[config.mk]
export PLATFORM = sky130hd
export DESIGN_NAME = mpeg_audio_frame_sync_scanner
export DESIGN_NICKNAME = d
export VERILOG_FILES = /design/src/rtl/core/mafs_pkg.sv /design/src/rtl/core/mpeg_audio_frame_sync_scanner.sv /design/src/rtl/core/mafs_hdr_dec.sv /design/src/rtl/core/mafs_divider.sv
export SDC_FILE = /design/constraint.sdc
export NUM_CORES = 1
export LEC_CHECK = 0
export BUFFER_PORTS_ARGS = -buffer_cell sky130_fd_sc_hd__buf_2
export CAP_MARGIN = 40
export CORE_AREA = 2 2 209 211
export CTS_CLUSTER_DIAMETER = 60
export DETAILED_ROUTE_END_ITERATION = 16
export DIE_AREA = 0 0 211 213
export PLACE_DENSITY = 0.69
export SYNTH_ARGS = -nofsm -noshare
export SYNTH_HDL_FRONTEND = slang
export SYNTH_SLANG_ARGS = --single-unit
[constraint.sdc]
create_clock -name clk -period 12.3 [get_ports clk]
set_input_delay 3.075 -clock clk [delete_from_list [all_inputs] [get_ports clk]]
set_output_delay 3.075 -clock clk [all_outputs]
set_load 0.01 [all_outputs]
[src/rtl/core/mafs_pkg.sv]
// Shared types, constants and lookup tables of the MPEG audio frame sync scanner.
`timescale 1ns / 1ps
`default_nettype none

package mafs_pkg;

  // Result status codes.
  localparam logic [1:0] STAT_FOUND  = 2'd0;
  localparam logic [1:0] STAT_UNSUP  = 2'd1;
  localparam logic [1:0] STAT_NONE   = 2'd2;

  // Configuration register indexes.
  localparam logic CFG_MATCH_MASK = 1'b0;
  localparam logic CFG_START_SIG  = 1'b1;

  // Header field codes.
  localparam logic [7:0] SYNC1_CODE    = 8'hFF;
  localparam logic [2:0] SYNC2_CODE    = 3'h7;
  localparam logic [1:0] VER_RESERVED  = 2'b01;
  localparam logic [1:0] VER_MPEG1     = 2'b11;
  localparam logic [1:0] LAYER_NONE    = 2'b00;
  localparam logic [1:0] LAYER_III     = 2'b01;
  localparam logic [3:0] BRI_BAD       = 4'hF;
  localparam logic [1:0] SRI_BAD       = 2'b11;
  localparam logic [1:0] EMPH_BAD      = 2'b10;

  localparam logic [31:0] MASK_RESET   = 32'hFFFE0CC3;

  // Divider geometry: a 26-bit numerator over a 16-bit rate with an 11-bit quotient.
  localparam int NUM_W    = 26;
  localparam int DEN_W    = 16;
  localparam int QUO_W    = 11;
  localparam int DIV_CNT_W = 4;

  localparam int KBPS_W   = 9;
  localparam int LEN_W    = 11;
  localparam int DUR_W    = 8;
  localparam int SKIPPED_W = 16;

  // Frame coefficient times 1000, and samples per frame times 1000.
  localparam int COEF_V1_K = 144000;
  localparam int COEF_V2_K = 72000;
  localparam logic [NUM_W-1:0] DUR_NUM_V1 = NUM_W'(1152000);
  localparam logic [NUM_W-1:0] DUR_NUM_V2 = NUM_W'(576000);

  typedef struct packed {
    logic              hit;
    logic              supported;
    logic              pad;
    logic [KBPS_W-1:0] kbps;
    logic [DEN_W-1:0]  rate;
    logic [NUM_W-1:0]  len_numer;
    logic [NUM_W-1:0]  dur_numer;
    logic [31:0]       word;
    logic [31:0]       signature;
  } hdr_info_t;

  function automatic logic [KBPS_W-1:0] kbps_lookup(input logic v1, input logic [3:0] bri);
    logic [KBPS_W-1:0] k;
    k = '0;
    if (v1) begin
      unique case (bri)
        4'd1: k = 9'd32;   4'd2: k = 9'd40;   4'd3: k = 9'd48;   4'd4: k = 9'd56;
        4'd5: k = 9'd64;   4'd6: k = 9'd80;   4'd7: k = 9'd96;   4'd8: k = 9'd112;
        4'd9: k = 9'd128;  4'd10: k = 9'd160; 4'd11: k = 9'd192; 4'd12: k = 9'd224;
        4'd13: k = 9'd256; 4'd14: k = 9'd320;
        default: k = '0;
      endcase
    end else begin
      unique case (bri)
        4'd1: k = 9'd8;    4'd2: k = 9'd16;   4'd3: k = 9'd24;   4'd4: k = 9'd32;
        4'd5: k = 9'd40;   4'd6: k = 9'd48;   4'd7: k = 9'd56;   4'd8: k = 9'd64;
        4'd9: k = 9'd80;   4'd10: k = 9'd96;  4'd11: k = 9'd112; 4'd12: k = 9'd128;
        4'd13: k = 9'd144; 4'd14: k = 9'd160;
        default: k = '0;
      endcase
    end
    return k;
  endfunction

  function automatic logic [DEN_W-1:0] rate_lookup(input logic [1:0] ver, input logic [1:0] sri);
    logic [DEN_W-1:0] r;
    r = '0;
    unique case ({ver, sri})
      4'b0000: r = 16'd11025;
      4'b0001: r = 16'd12000;
      4'b0010: r = 16'd8000;
      4'b1000: r = 16'd22050;
      4'b1001: r = 16'd24000;
      4'b1010: r = 16'd16000;
      4'b1100: r = 16'd44100;
      4'b1101: r = 16'd48000;
      4'b1110: r = 16'd32000;
      default: r = '0;
    endcase
    return r;
  endfunction

  // Length numerator is a constant per table entry, so this folds into a table.
  function automatic logic [NUM_W-1:0] len_numer_lookup(input logic v1, input logic [3:0] bri);
    int prod;
    prod = int'(kbps_lookup(v1, bri)) * (v1 ? COEF_V1_K : COEF_V2_K);
    return NUM_W'(prod);
  endfunction

endpackage

`default_nettype wire

[src/rtl/core/mpeg_audio_frame_sync_scanner.sv]
// Top level of the MPEG audio frame sync scanner: byte hunt, frame skip and result register.
//
//   Channel  Ports                                  Carries
//   in       in_tvalid/in_tready/in_tdata/in_tlast  one stream byte, buffer end mark
//   out      out_tvalid/out_tready/out_tdata/tuser  header report or buffer-end status
//   cfg      cfg_we/cfg_index/cfg_wdata             match mask, start signature
//
// A byte that does not complete a supported Layer III header leaves the block idle.
// A supported header is sized in two passes of the shared 11-step divider (frame
// length, then frame duration) before the block returns to idle.
// Reset is synchronous and active low; it clears the hunt state and loads the
// reset mask and a zero signature.
// The input is held off while a division runs and while an unread result blocks the
// output register; a result taken in the same cycle frees the register for the next byte.
`timescale 1ns / 1ps
`default_nettype none

module mpeg_audio_frame_sync_scanner
  import mafs_pkg::*;
#(
  parameter int SKIP_COUNT_WIDTH = 16
) (
  input  wire logic        clk,
  input  wire logic        rst_n,
  // Input stream.
  input  wire logic        in_tvalid,
  output logic             in_tready,
  input  wire logic [7:0]  in_tdata,   // [7:0] data_byte
  input  wire logic        in_tlast,   // last_in_buffer
  // Result stream.
  output logic             out_tvalid,
  input  wire logic        out_tready,
  // [31:0] header_word, [40:32] bit_rate_kbps, [56:41] sample_rate_hz,
  // [67:57] frame_length, [75:68] frame_duration_ms, [91:76] bytes_skipped, [95:92] zero
  output logic [95:0]      out_tdata,
  output logic [1:0]       out_tuser,  // [1:0] status
  // Configuration writes.
  input  wire logic        cfg_we,
  input  wire logic        cfg_index,
  input  wire logic [31:0] cfg_wdata
);

  typedef enum logic [2:0] {
    S_IDLE = 3'b001,
    S_LEN  = 3'b010,
    S_DUR  = 3'b100
  } state_t;

  localparam int CNT_EXT_W = 32;

  state_t                      state_r, state_nxt;
  logic [23:0]                 window_r, window_nxt;
  logic [1:0]                  fill_r, fill_nxt;
  logic                        skip_mode_r, skip_mode_nxt;
  logic [LEN_W-1:0]            skip_rem_r, skip_rem_nxt;
  logic [31:0]                 locked_r, locked_nxt;
  logic [31:0]                 mask_r, mask_nxt;
  logic [SKIP_COUNT_WIDTH-1:0] skip_cnt_r, skip_cnt_nxt;

  // Header held while the divider works on it.
  logic [31:0]                 hw_r, hw_nxt;
  logic [KBPS_W-1:0]           kbps_r, kbps_nxt;
  logic [DEN_W-1:0]            rate_r, rate_nxt;
  logic [NUM_W-1:0]            dur_num_r, dur_num_nxt;
  logic                        pad_r, pad_nxt;
  logic                        last_r, last_nxt;
  logic [SKIPPED_W-1:0]        skipped_r, skipped_nxt;
  logic [LEN_W-1:0]            len_r, len_nxt;

  // Output register.
  logic                        out_valid_r, out_valid_nxt;
  logic [1:0]                  o_status_r, o_status_nxt;
  logic [31:0]                 o_hw_r, o_hw_nxt;
  logic [KBPS_W-1:0]           o_kbps_r, o_kbps_nxt;
  logic [DEN_W-1:0]            o_rate_r, o_rate_nxt;
  logic [LEN_W-1:0]            o_len_r, o_len_nxt;
  logic [DUR_W-1:0]            o_dur_r, o_dur_nxt;
  logic [SKIPPED_W-1:0]        o_skipped_r, o_skipped_nxt;

  hdr_info_t                   info;
  logic                        in_acc;
  logic                        div_start;
  logic [NUM_W-1:0]            div_numer;
  logic [DEN_W-1:0]            div_denom;
  logic                        div_done;
  logic [QUO_W-1:0]            div_quot;
  logic [LEN_W-1:0]            len_calc;
  logic [CNT_EXT_W-1:0]        cnt_ext;
  logic [SKIPPED_W-1:0]        cnt_sat;
  logic                        load_out;
  logic                        produced;

  mafs_hdr_dec u_dec (
    .window     (window_r),
    .data_byte  (in_tdata),
    .match_mask (mask_r),
    .locked_sig (locked_r),
    .info       (info)
  );

  mafs_divider u_div (
    .clk   (clk),
    .rst_n (rst_n),
    .start (div_start),
    .numer (div_numer),
    .denom (div_denom),
    .done  (div_done),
    .quot  (div_quot)
  );

  assign in_tready = (state_r == S_IDLE) && (!out_valid_r || out_tready);
  assign in_acc    = in_tvalid && in_tready;

  always_comb begin
    cnt_ext  = CNT_EXT_W'(skip_cnt_r);
    cnt_sat  = (cnt_ext > CNT_EXT_W'(16'hFFFF)) ? 16'hFFFF : cnt_ext[SKIPPED_W-1:0];
    len_calc = div_quot + LEN_W'(pad_r);
  end

  always_comb begin
    state_nxt     = state_r;
    window_nxt    = window_r;
    fill_nxt      = fill_r;
    skip_mode_nxt = skip_mode_r;
    skip_rem_nxt  = skip_rem_r;
    locked_nxt    = locked_r;
    mask_nxt      = mask_r;
    skip_cnt_nxt  = skip_cnt_r;
    hw_nxt        = hw_r;
    kbps_nxt      = kbps_r;
    rate_nxt      = rate_r;
    dur_num_nxt   = dur_num_r;
    pad_nxt       = pad_r;
    last_nxt      = last_r;
    skipped_nxt   = skipped_r;
    len_nxt       = len_r;
    o_status_nxt  = o_status_r;
    o_hw_nxt      = o_hw_r;
    o_kbps_nxt    = o_kbps_r;
    o_rate_nxt    = o_rate_r;
    o_len_nxt     = o_len_r;
    o_dur_nxt     = o_dur_r;
    o_skipped_nxt = o_skipped_r;
    div_start     = 1'b0;
    div_numer     = info.len_numer;
    div_denom     = info.rate;
    load_out      = 1'b0;
    produced      = 1'b0;

    // Configuration should be written only while idle; the block itself does not enforce it.
    if (cfg_we) begin
      unique case (cfg_index)
        CFG_MATCH_MASK: mask_nxt = cfg_wdata;
        CFG_START_SIG:  locked_nxt = cfg_wdata;
        default:        mask_nxt = mask_r;
      endcase
    end

    unique case (state_r)
      S_IDLE: begin
        if (in_acc) begin
          if (skip_mode_r) begin
            // Dropping the body of the frame just reported.
            if (skip_rem_r == LEN_W'(1) || skip_rem_r == '0) begin
              skip_rem_nxt  = '0;
              skip_mode_nxt = 1'b0;
              window_nxt    = '0;
              fill_nxt      = '0;
            end else begin
              skip_rem_nxt = skip_rem_r - 1'b1;
            end
          end else if (fill_r != 2'd3) begin
            window_nxt = {window_r[15:0], in_tdata};
            fill_nxt   = fill_r + 1'b1;
          end else if (info.hit) begin
            produced   = 1'b1;
            window_nxt = '0;
            fill_nxt   = '0;
            skip_cnt_nxt = '0;
            if (!info.supported) begin
              // Matching but not a Layer III frame we can size: report and keep hunting.
              load_out      = 1'b1;
              o_status_nxt  = STAT_UNSUP;
              o_hw_nxt      = info.word;
              o_kbps_nxt    = '0;
              o_rate_nxt    = '0;
              o_len_nxt     = '0;
              o_dur_nxt     = '0;
              o_skipped_nxt = '0;
            end else begin
              // Lock onto this header and size the frame on the shared divider.
              locked_nxt  = info.signature;
              hw_nxt      = info.word;
              kbps_nxt    = info.kbps;
              rate_nxt    = info.rate;
              dur_num_nxt = info.dur_numer;
              pad_nxt     = info.pad;
              last_nxt    = in_tlast;
              skipped_nxt = cnt_sat;
              div_start   = 1'b1;
              state_nxt   = S_LEN;
            end
          end else begin
            window_nxt = info.word[23:0];
            if (!(&skip_cnt_r)) begin
              skip_cnt_nxt = skip_cnt_r + 1'b1;
            end
          end

          if (in_tlast) begin
            if (!produced) begin
              load_out      = 1'b1;
              o_status_nxt  = STAT_NONE;
              o_hw_nxt      = '0;
              o_kbps_nxt    = '0;
              o_rate_nxt    = '0;
              o_len_nxt     = '0;
              o_dur_nxt     = '0;
              o_skipped_nxt = '0;
            end
            // A buffer end drops the window and any frame skip, but keeps the lock.
            window_nxt    = '0;
            fill_nxt      = '0;
            skip_mode_nxt = 1'b0;
            skip_rem_nxt  = '0;
            skip_cnt_nxt  = '0;
          end
        end
      end
      S_LEN: begin
        if (div_done) begin
          len_nxt = len_calc;
          if (!last_r && (len_calc > LEN_W'(4))) begin
            skip_mode_nxt = 1'b1;
            skip_rem_nxt  = len_calc - LEN_W'(4);
          end
          div_start = 1'b1;
          div_numer = dur_num_r;
          div_denom = rate_r;
          state_nxt = S_DUR;
        end
      end
      S_DUR: begin
        if (div_done) begin
          load_out      = 1'b1;
          o_status_nxt  = STAT_FOUND;
          o_hw_nxt      = hw_r;
          o_kbps_nxt    = kbps_r;
          o_rate_nxt    = rate_r;
          o_len_nxt     = len_r;
          o_dur_nxt     = div_quot[DUR_W-1:0];
          o_skipped_nxt = skipped_r;
          state_nxt     = S_IDLE;
        end
      end
      default: state_nxt = S_IDLE;
    endcase

    if (load_out) begin
      out_valid_nxt = 1'b1;
    end else if (out_tready) begin
      out_valid_nxt = 1'b0;
    end else begin
      out_valid_nxt = out_valid_r;
    end
  end

  always_ff @(posedge clk) begin
    if (!rst_n) begin
      state_r     <= S_IDLE;
      window_r    <= '0;
      fill_r      <= '0;
      skip_mode_r <= 1'b0;
      skip_rem_r  <= '0;
      locked_r    <= '0;
      mask_r      <= MASK_RESET;
      skip_cnt_r  <= '0;
      out_valid_r <= 1'b0;
    end else begin
      state_r     <= state_nxt;
      window_r    <= window_nxt;
      fill_r      <= fill_nxt;
      skip_mode_r <= skip_mode_nxt;
      skip_rem_r  <= skip_rem_nxt;
      locked_r    <= locked_nxt;
      mask_r      <= mask_nxt;
      skip_cnt_r  <= skip_cnt_nxt;
      out_valid_r <= out_valid_nxt;
    end
    hw_r        <= hw_nxt;
    kbps_r      <= kbps_nxt;
    rate_r      <= rate_nxt;
    dur_num_r   <= dur_num_nxt;
    pad_r       <= pad_nxt;
    last_r      <= last_nxt;
    skipped_r   <= skipped_nxt;
    len_r       <= len_nxt;
    o_status_r  <= o_status_nxt;
    o_hw_r      <= o_hw_nxt;
    o_kbps_r    <= o_kbps_nxt;
    o_rate_r    <= o_rate_nxt;
    o_len_r     <= o_len_nxt;
    o_dur_r     <= o_dur_nxt;
    o_skipped_r <= o_skipped_nxt;
  end

  assign out_tvalid = out_valid_r;
  assign out_tuser  = o_status_r;
  assign out_tdata  = {4'b0000, o_skipped_r, o_dur_r, o_len_r, o_rate_r, o_kbps_r, o_hw_r};

  // The output register is always free while a header is being sized.
  a_out_free_when_busy: assert property (@(posedge clk) disable iff (!rst_n)
    (state_r != S_IDLE) |-> !out_valid_r)
    else $error("result register occupied during frame sizing");

  // The divider reports completion only while the sequencer waits on it.
  a_div_done_expected: assert property (@(posedge clk) disable iff (!rst_n)
    div_done |-> (state_r == S_LEN || state_r == S_DUR))
    else $error("divider finished outside a sizing step");

  // Frame skip always has bytes left to drop.
  a_skip_nonzero: assert property (@(posedge clk) disable iff (!rst_n)
    skip_mode_r |-> (skip_rem_r != '0))
    else $error("frame skip active with nothing left to skip");

  // A finished frame-length pass is followed by the duration pass.
  a_len_to_dur: assert property (@(posedge clk) disable iff (!rst_n)
    (state_r == S_LEN && div_done) |=> (state_r == S_DUR))
    else $error("length pass did not hand over to duration pass");

endmodule

`default_nettype wire

[src/rtl/core/mafs_hdr_dec.sv]
// Header candidate decoder: match test, validity checks and table lookups.
`timescale 1ns / 1ps
`default_nettype none

module mafs_hdr_dec
  import mafs_pkg::*;
(
  input  wire logic [23:0] window,
  input  wire logic [7:0]  data_byte,
  input  wire logic [31:0] match_mask,
  input  wire logic [31:0] locked_sig,
  output hdr_info_t        info
);

  logic [31:0] w;
  logic [1:0]  ver;
  logic [1:0]  lay;
  logic [3:0]  bri;
  logic [1:0]  sri;
  logic        valid;
  logic        v1;

  always_comb begin
    w   = {window, data_byte};
    ver = w[20:19];
    lay = w[18:17];
    bri = w[15:12];
    sri = w[11:10];
    v1  = (ver == VER_MPEG1);
    valid = (w[31:24] == SYNC1_CODE) && (w[23:21] == SYNC2_CODE) &&
            (ver != VER_RESERVED) && (lay != LAYER_NONE) && (bri != BRI_BAD) &&
            (sri != SRI_BAD) && (w[1:0] != EMPH_BAD);

    info.word      = w;
    info.signature = w & match_mask;
    info.hit       = (locked_sig != '0) ? (info.signature == locked_sig) : valid;
    info.kbps      = kbps_lookup(v1, bri);
    info.rate      = rate_lookup(ver, sri);
    info.pad       = w[9];
    info.len_numer = len_numer_lookup(v1, bri);
    info.dur_numer = v1 ? DUR_NUM_V1 : DUR_NUM_V2;
    info.supported = (lay == LAYER_III) && (ver != VER_RESERVED) &&
                     (info.rate != '0) && (info.kbps != '0);
  end

endmodule

`default_nettype wire

[src/rtl/core/mafs_divider.sv]
// Shared restoring divider, one quotient bit per cycle.
`timescale 1ns / 1ps
`default_nettype none

module mafs_divider
  import mafs_pkg::*;
(
  input  wire logic             clk,
  input  wire logic             rst_n,
  input  wire logic             start,
  input  wire logic [NUM_W-1:0] numer,
  input  wire logic [DEN_W-1:0] denom,
  output logic                  done,
  output logic [QUO_W-1:0]      quot
);

  logic                 busy_r, busy_nxt;
  logic                 done_r, done_nxt;
  logic [DIV_CNT_W-1:0] cnt_r, cnt_nxt;
  logic [DEN_W-1:0]     rem_r, rem_nxt;
  logic [DEN_W-1:0]     den_r, den_nxt;
  logic [QUO_W-1:0]     num_r, num_nxt;
  logic [DEN_W:0]       trial;
  logic [DEN_W:0]       diff;
  logic                 ge;

  // The numerator is known to stay below denom * 2^QUO_W, so its upper part starts
  // out already smaller than the divisor.
  always_comb begin
    trial    = {rem_r, num_r[QUO_W-1]};
    diff     = trial - {1'b0, den_r};
    ge       = (trial >= {1'b0, den_r});
    busy_nxt = busy_r;
    done_nxt = 1'b0;
    cnt_nxt  = cnt_r;
    rem_nxt  = rem_r;
    den_nxt  = den_r;
    num_nxt  = num_r;
    if (start) begin
      busy_nxt = 1'b1;
      cnt_nxt  = '0;
      rem_nxt  = DEN_W'(numer[NUM_W-1:QUO_W]);
      den_nxt  = denom;
      num_nxt  = numer[QUO_W-1:0];
    end else if (busy_r) begin
      rem_nxt = ge ? diff[DEN_W-1:0] : trial[DEN_W-1:0];
      num_nxt = {num_r[QUO_W-2:0], ge};
      cnt_nxt = cnt_r + 1'b1;
      if (cnt_r == DIV_CNT_W'(QUO_W - 1)) begin
        busy_nxt = 1'b0;
        done_nxt = 1'b1;
      end
    end
  end

  always_ff @(posedge clk) begin
    if (!rst_n) begin
      busy_r <= 1'b0;
      done_r <= 1'b0;
      cnt_r  <= '0;
    end else begin
      busy_r <= busy_nxt;
      done_r <= done_nxt;
      cnt_r  <= cnt_nxt;
    end
    rem_r <= rem_nxt;
    den_r <= den_nxt;
    num_r <= num_nxt;
  end

  assign done = done_r;
  assign quot = num_r;

endmodule

`default_nettype wire

# After elaboration in Yosys (flattened, before gate mapping)
# Memory sizes are Yosys's and may differ from the RTL's. A register that Yosys moved wholly into a read port is not among the register bits.
# Index checks and enable logic that the tools add are counted.
# Widths: inputs -> output; s select.
# word_totals
regBits,377
wordCells,277
romBits,592
n_memories,5
# classes
eq_ne,28
addsub,7
mux,158
reduce_logical,39
magnitude_cmp,2
multipliers,1
bitwise_logic,6
# mem_list
name,depth,word_bits,read_ports,rd_ports_with_merged_regs,wr,line_no,source
(name not given),16,15,1,1,0,mafs_pkg.sv:84,"unique case ({ver, sri})"
(name not given),16,6,1,1,0,mafs_pkg.sv:62,unique case (bri)
(name not given),16,6,1,1,0,mafs_pkg.sv:62,
(name not given),16,5,1,1,0,mafs_pkg.sv:70,unique case (bri)
(name not given),16,5,1,1,0,mafs_pkg.sv:70,
# op_table
op,count
$mux 32,16
$mux 16,24
$mux 11,16
$mux 24,5
$mux 9,10
$mux 8,8
$pmux 16 s2,2
$pmux 32 s2,1
$mux 26,2
$pmux 11 s2,2
$mux 4,10
$and 32x32->32,1
$eq 32x32->1,1
$mul 10x32->26,1
$reduce_bool 32->1,1
$mux 1,31
$mux 15,2
$mux 2,13
$ne 2x2->1 const B,11
$mux 21,1
$mux 3,7
$mux 18,1
$pmux 9 s2,1
$ge 17x16->1,1
42 further kinds,73

# Logic depth before layout (Yosys ltp)
# logic_depth
depth_word,18
ltp_mapped,22

# Modules after synthesis
# Synthesis repeated with hierarchy kept, for this count alone.
# unflattened
hier_cells,2026
hier_area_um2,20468.4
# by_module_without_submodules
module,cells_each,seq_area_each_um2,instances,area_per_inst_um2
mpeg_audio_frame_sync_scanner,1308,8628.3,1,14089.8
mafs_hdr_dec,439,0.0,1,3432.0
mafs_divider,279,1401.3,1,2946.6

# Worst setup path after synthesis
# OpenSTA, ideal clock, no wires.
# synth_timing
kind,input-to-reg
start,in in_tdata[2]
end,"reg u_div.num_r[10] (netlist: u_div.quot[10]), data pin"
t_required_ps,12031
path_slack_ps,3412
stages,9
arrival_time_ps,8620
path_buffers,1
setup_time_ps,269
cell_sequence,a21oi_1 o22ai_1 nor4_1 and4_1 buf_4 a21oi_4 nor4_2 nor3b_1 o31ai_1
# synth_between
elab_chain_len,9
# synth_rtl
element,line_no,source
"start, declared",mpeg_audio_frame_sync_scanner.sv:28,"input wire logic [7:0] in_tdata,"
$and 32x32->32,mafs_hdr_dec.sv:35,info.signature = w & match_mask;
$eq 32x32->1,mafs_hdr_dec.sv:36,info.hit = (locked_sig != '0) ? (info.signature == locked_sig) : valid;
$mux 1,mafs_hdr_dec.sv:36,
$mux 1,mpeg_audio_frame_sync_scanner.sv:175,end else if (info.hit) begin
$mux 1,mpeg_audio_frame_sync_scanner.sv:172,end else if (fill_r != 2'd3) begin
$mux 1,mpeg_audio_frame_sync_scanner.sv:162,if (skip_mode_r) begin
$mux 1,mpeg_audio_frame_sync_scanner.sv:161,if (in_acc) begin
$pmux 1 s2,mpeg_audio_frame_sync_scanner.sv:159,unique case (state_r)
$mux 11,mafs_divider.sv:39,if (start) begin
named net u_div.num_nxt[10],mafs_divider.sv:22,"logic [QUO_W-1:0] num_r, num_nxt;"
"end signal, assigned",mafs_divider.sv:68,num_r <= num_nxt;
"end, declared",mafs_divider.sv:22,
# The timed path passes the listed nets, and every way through them passes these cells.
# A chain may end at the register's enable or synchronous reset.

# Worst setup path in the final report
# layout_timing
start,in out_tready
end,out in_tready
# layout_between
elab_chain_len,2
# layout_rtl
element,line_no,source
"start, declared",mpeg_audio_frame_sync_scanner.sv:32,"input wire logic out_tready,"
$logic_or 1x1->1,mpeg_audio_frame_sync_scanner.sv:111,assign in_tready = (state_r == S_IDLE) && (!out_valid_r || out_tready);
$logic_and 1x1->1,mpeg_audio_frame_sync_scanner.sv:111,
"end, declared",mpeg_audio_frame_sync_scanner.sv:27,"output logic in_tready,"
# No other way between the ends.

==> results.py <==
metrics = {
    "status": {
        "status": "finished clean",
    },
    "grt": {
        "grt_max_degree": 63,
        "grt-busiest-layer": "met2",
        "grt_pass1_wl_mm": 77.4,
        "track_usage_pct": 21.8,
        "use_met1_pct": 29.1,
        "met2_usage_pct": 36.7,
        "grt_use_met3_pct": 3.66,
        "first_global_vias": 14200,
        "grt_antenna_before_repair": 0,
        "grt-ovfl-total": 0,
    },
    "synthesis": {
        "syn_area_per_cell_um2": 10.4,
        "yosys_warnings": 0,
        "ys_seq_area_share_pct": 50.5,
        "synth_edf_count": 216,
        "async_flop_share_pct": 0,
        "syn_area_mm2": 0.0189,
        "synth_cell_types": 79,
        "ys.flop_type": "edfxtp_1",
        "syn_inst": 1823,
        "synth_seq_cells": 370,
    },
    "die": {
        "start_util_pct": 44.4,
        "die_w_um": 211,
        "die_h_um": 213,
        "dieArea_mm2": 0.0449,
        "core_area_mm2": 0.0427,
        "io_pins": 147,
        "num_rows": 76,
    },
    "drt": {
        "routed_wl_mm": 49.6,
        "dr.first_iter.drc_count": 1246,
        "wire_per_inst_um": 19.7,
        "drtPass1Iterations": 5,
        "drc": 0,
        "vias_per_cell": 5.85,
        "antenna_left": 0,
        "vias": 14700,
    },
    "placement": {
        "gp_congestion": 0.856,
        "port_buffers": 142,
        "dpl.hpwl_mm": 35.0,
        "dp_cells": 2441,
    },
    "timing": {
        "final-setup-viol-count": 0,
        "timing.final.crit_share_pct": 55.0,
        "fin_crit_ns": 6.77,
        "fin_skew_ns": 0.0225,
        "hold_viol_final": 0,
        "slew_headroom_pct": 41.8,
        "tns_ns": 0,
        "timing.hold.ws_ns": 0.474,
        "finalMaxSlewViolations": 0,
        "tightest_slew_ns": 0.873,
        "max_freq_ghz": 0.148,
        "rsz0062_at_grt": "false",
    },
    "finish": {
        "final_common_cell": "edfxtp_1",
        "layout-drive-gt1-share_pct": 15.0,
        "final_cell_mix": "edfxtp_1, nand2_1, dfxtp_1",
        "multi_input_area_mm2": 0.00861,
        "seqCellArea_mm2": 0.00957,
        "stdcell_count": 2517,
        "n_fill_cell": 3782,
        "n_antenna_cell": 0,
        "syn_to_final_growth_pct": 13.7,
        "fin_nets": 2093,
    },
    "critical_path": {
        "startpoint": "out_tready",
        "arrival_ns": 3.69,
        "rrSetupSlack_ns": 6.75,
        "reg2reg_depth": 18,
        "worstSetupStartpointType": "input pin",
        "worstSetupEndpoint": "in_tready",
        "r2r-start": "window_r[12]",
        "cp.required_ns": 9.22,
        "worstReg2RegEnd": "u_div.rem_r[13]",
        "critPathKind": "in2out",
        "endpoint_kind": "output port",
        "cp_max_fo": 5,
    },
    "pwr": {
        "p_leak_nw": 9.20,
        "irDropWorstVdd_v": 0.0000927,
        "power_density_mw_per_mm2": 135,
    },
    "clocking": {
        "cts.sinks": 370,
        "insertion_delay_ns": 0.57,
        "cts_max_path_buffers": 3,
        "tritoncts": "built",
        "numCtsBuffers": 41,
        "htreeDepth": 2,
        "post-cts-setup-buffers": 0,
        "clkSlewWorstSetupHoldPaths_ns": 0.06,
        "post_cts_resized": 0,
        "cts-hold-fix-buffers": 0,
        "cts_root_buffer": "clkbuf_16",
    },
    "flow_run": {
        "maxCapViolCount": 0,
    },
    "min_path": {
        "min_path_type": "reg2reg",
        "min_path_cells": 0,
        "min_from": "u_dec.info[128]",
    },
}
==> per-stage QoR <==
stage | power, W | setup WS [ns] | area, µm² | util [%]
6_report | 0.00290 | 5.53 | 21500 | 50.5
5_1_grt | 0.00300 | 5.49 | 21500 | 50.5
4_1_cts | 0.00292 | 5.52 | 21500 | 50.5
3_5_place_dp | 0.00169 | 5.53 | 20200 | 47.3
3_3_place_gp | 0.00168 | 5.54 | 20100 | 47.0
2_1_floorplan | 0.00159 | 3.41 | 19000 | -
==> power by group <==
| part | total [W] | switching, W | internal, W |
|---|---|---|---|
| Combinational | 0.000267 | 0.000163 | 0.000105 |
| Clock | 0.00123 | 0.000517 | 0.000716 |
| Sequential | 0.00140 | 0.0000431 | 0.00136 |
==> synthesized netlist by cell type (13+ instances only) <==
| library cell | number | area share [%] |
|---|---|---|
| a211oi_2 | 24 | 1.6 |
| ha_1 | 90 | 5.9 |
| dfxtp_1 | 154 | 16 |
| inv_1 | 94 | 1.9 |
| nand2_1 | 205 | 4.1 |
| xnor2_1 | 35 | 1.6 |
| a31oi_1 | 38 | 1.3 |
| nand4_1 | 15 | 0.50 |
| nor2_1 | 95 | 1.9 |
| nand3_1 | 45 | 1.2 |
| o21a_1 | 13 | 0.52 |
| a211oi_1 | 14 | 0.55 |
| a22oi_1 | 26 | 1.0 |
| xor2_1 | 16 | 0.74 |
| and2_1 | 15 | 0.50 |
| o21ai_0 | 64 | 1.7 |
| mux2i_1 | 47 | 2.5 |
| fa_1 | 18 | 1.9 |
| edfxtp_1 | 216 | 34 |
| nor4_1 | 30 | 0.99 |
| o22ai_1 | 26 | 0.86 |
| clkbuf_1 | 77 | 1.5 |
| a21oi_1 | 112 | 3.0 |
| and3_1 | 83 | 2.7 |
| a22o_1 | 59 | 2.7 |
| o211ai_1 | 13 | 0.52 |
| nor3_1 | 27 | 0.71 |
==> per-layer routing <==
metal / vias up / wire (µm)
li1: 6967 / -
met4: 0 / 1050
met1: 7157 / 21000
met5: - / 0
met2: 537 / 24100
met3: 67 / 3430
==> registers in the layout (all words and copies together) (netlist names), 11 cells and up, named ones only <==
register / count
hw_r: 32
locked_r: 32
mask_r: 32
o_hw_r: 32
window_r: 24
cnt_sat: 16
o_rate_r: 16
o_skipped_r: 16
skipped_r: 16
u_div.rem_r: 16
rate_r: 14
u_dec.info: 14
u_div.den_r: 14
len_r: 11
o_len_r: 11
skip_rem_r: 11
u_div.quot: 11
==> how the worst min path moves through the flow <==
stage / endpoint / slack [ns]
finish: rate_r[12] / 0.47
global placement: rate_r[12] / 0.45
detailed placement: rate_r[12] / 0.45
CTS: rate_r[12] / 0.47
floorplan: hw_r[10] / 0.40
global route: rate_r[12] / 0.48
==> kinds of logic (layout without fill, tap and decap cells) <==
| group | count (synthesis) | in the layout | synth area share (%) |
|---|---|---|---|
| AND/OR/NAND/NOR | 581 | 581 | 15.3 |
| adder cells (fa/ha/maj) | 108 | 108 | 7.85 |
| XOR/XNOR | 51 | 51 | 2.36 |
| flip-flops | 370 | 370 | 50.5 |
| buffers and inverters | 201 | 340 | 4.41 |
| AO/OA/AOI/OAI | 460 | 460 | 16.9 |
| other | 1 | 10 | 0.0198 |
| multiplexers | 51 | 51 | 2.72 |
==> cell type report <==
class / count / area share (%)
Clock buffer: 53 / 5.21
Multi-Input combinational cell: 1261 / 40.0
Tap cell: 546 / 3.17
Timing Repair Buffer: 168 / 4.48
Inverter: 96 / 1.67
Clock inverter: 23 / 1.06
Sequential cell: 370 / 44.4
==> critical path: stages <==
cell and delay, ns:
buf_2 0.09, nand2b_1 0.22, and2_1 0.18, buf_2 0.13
(Power assumes the default switching activity.)
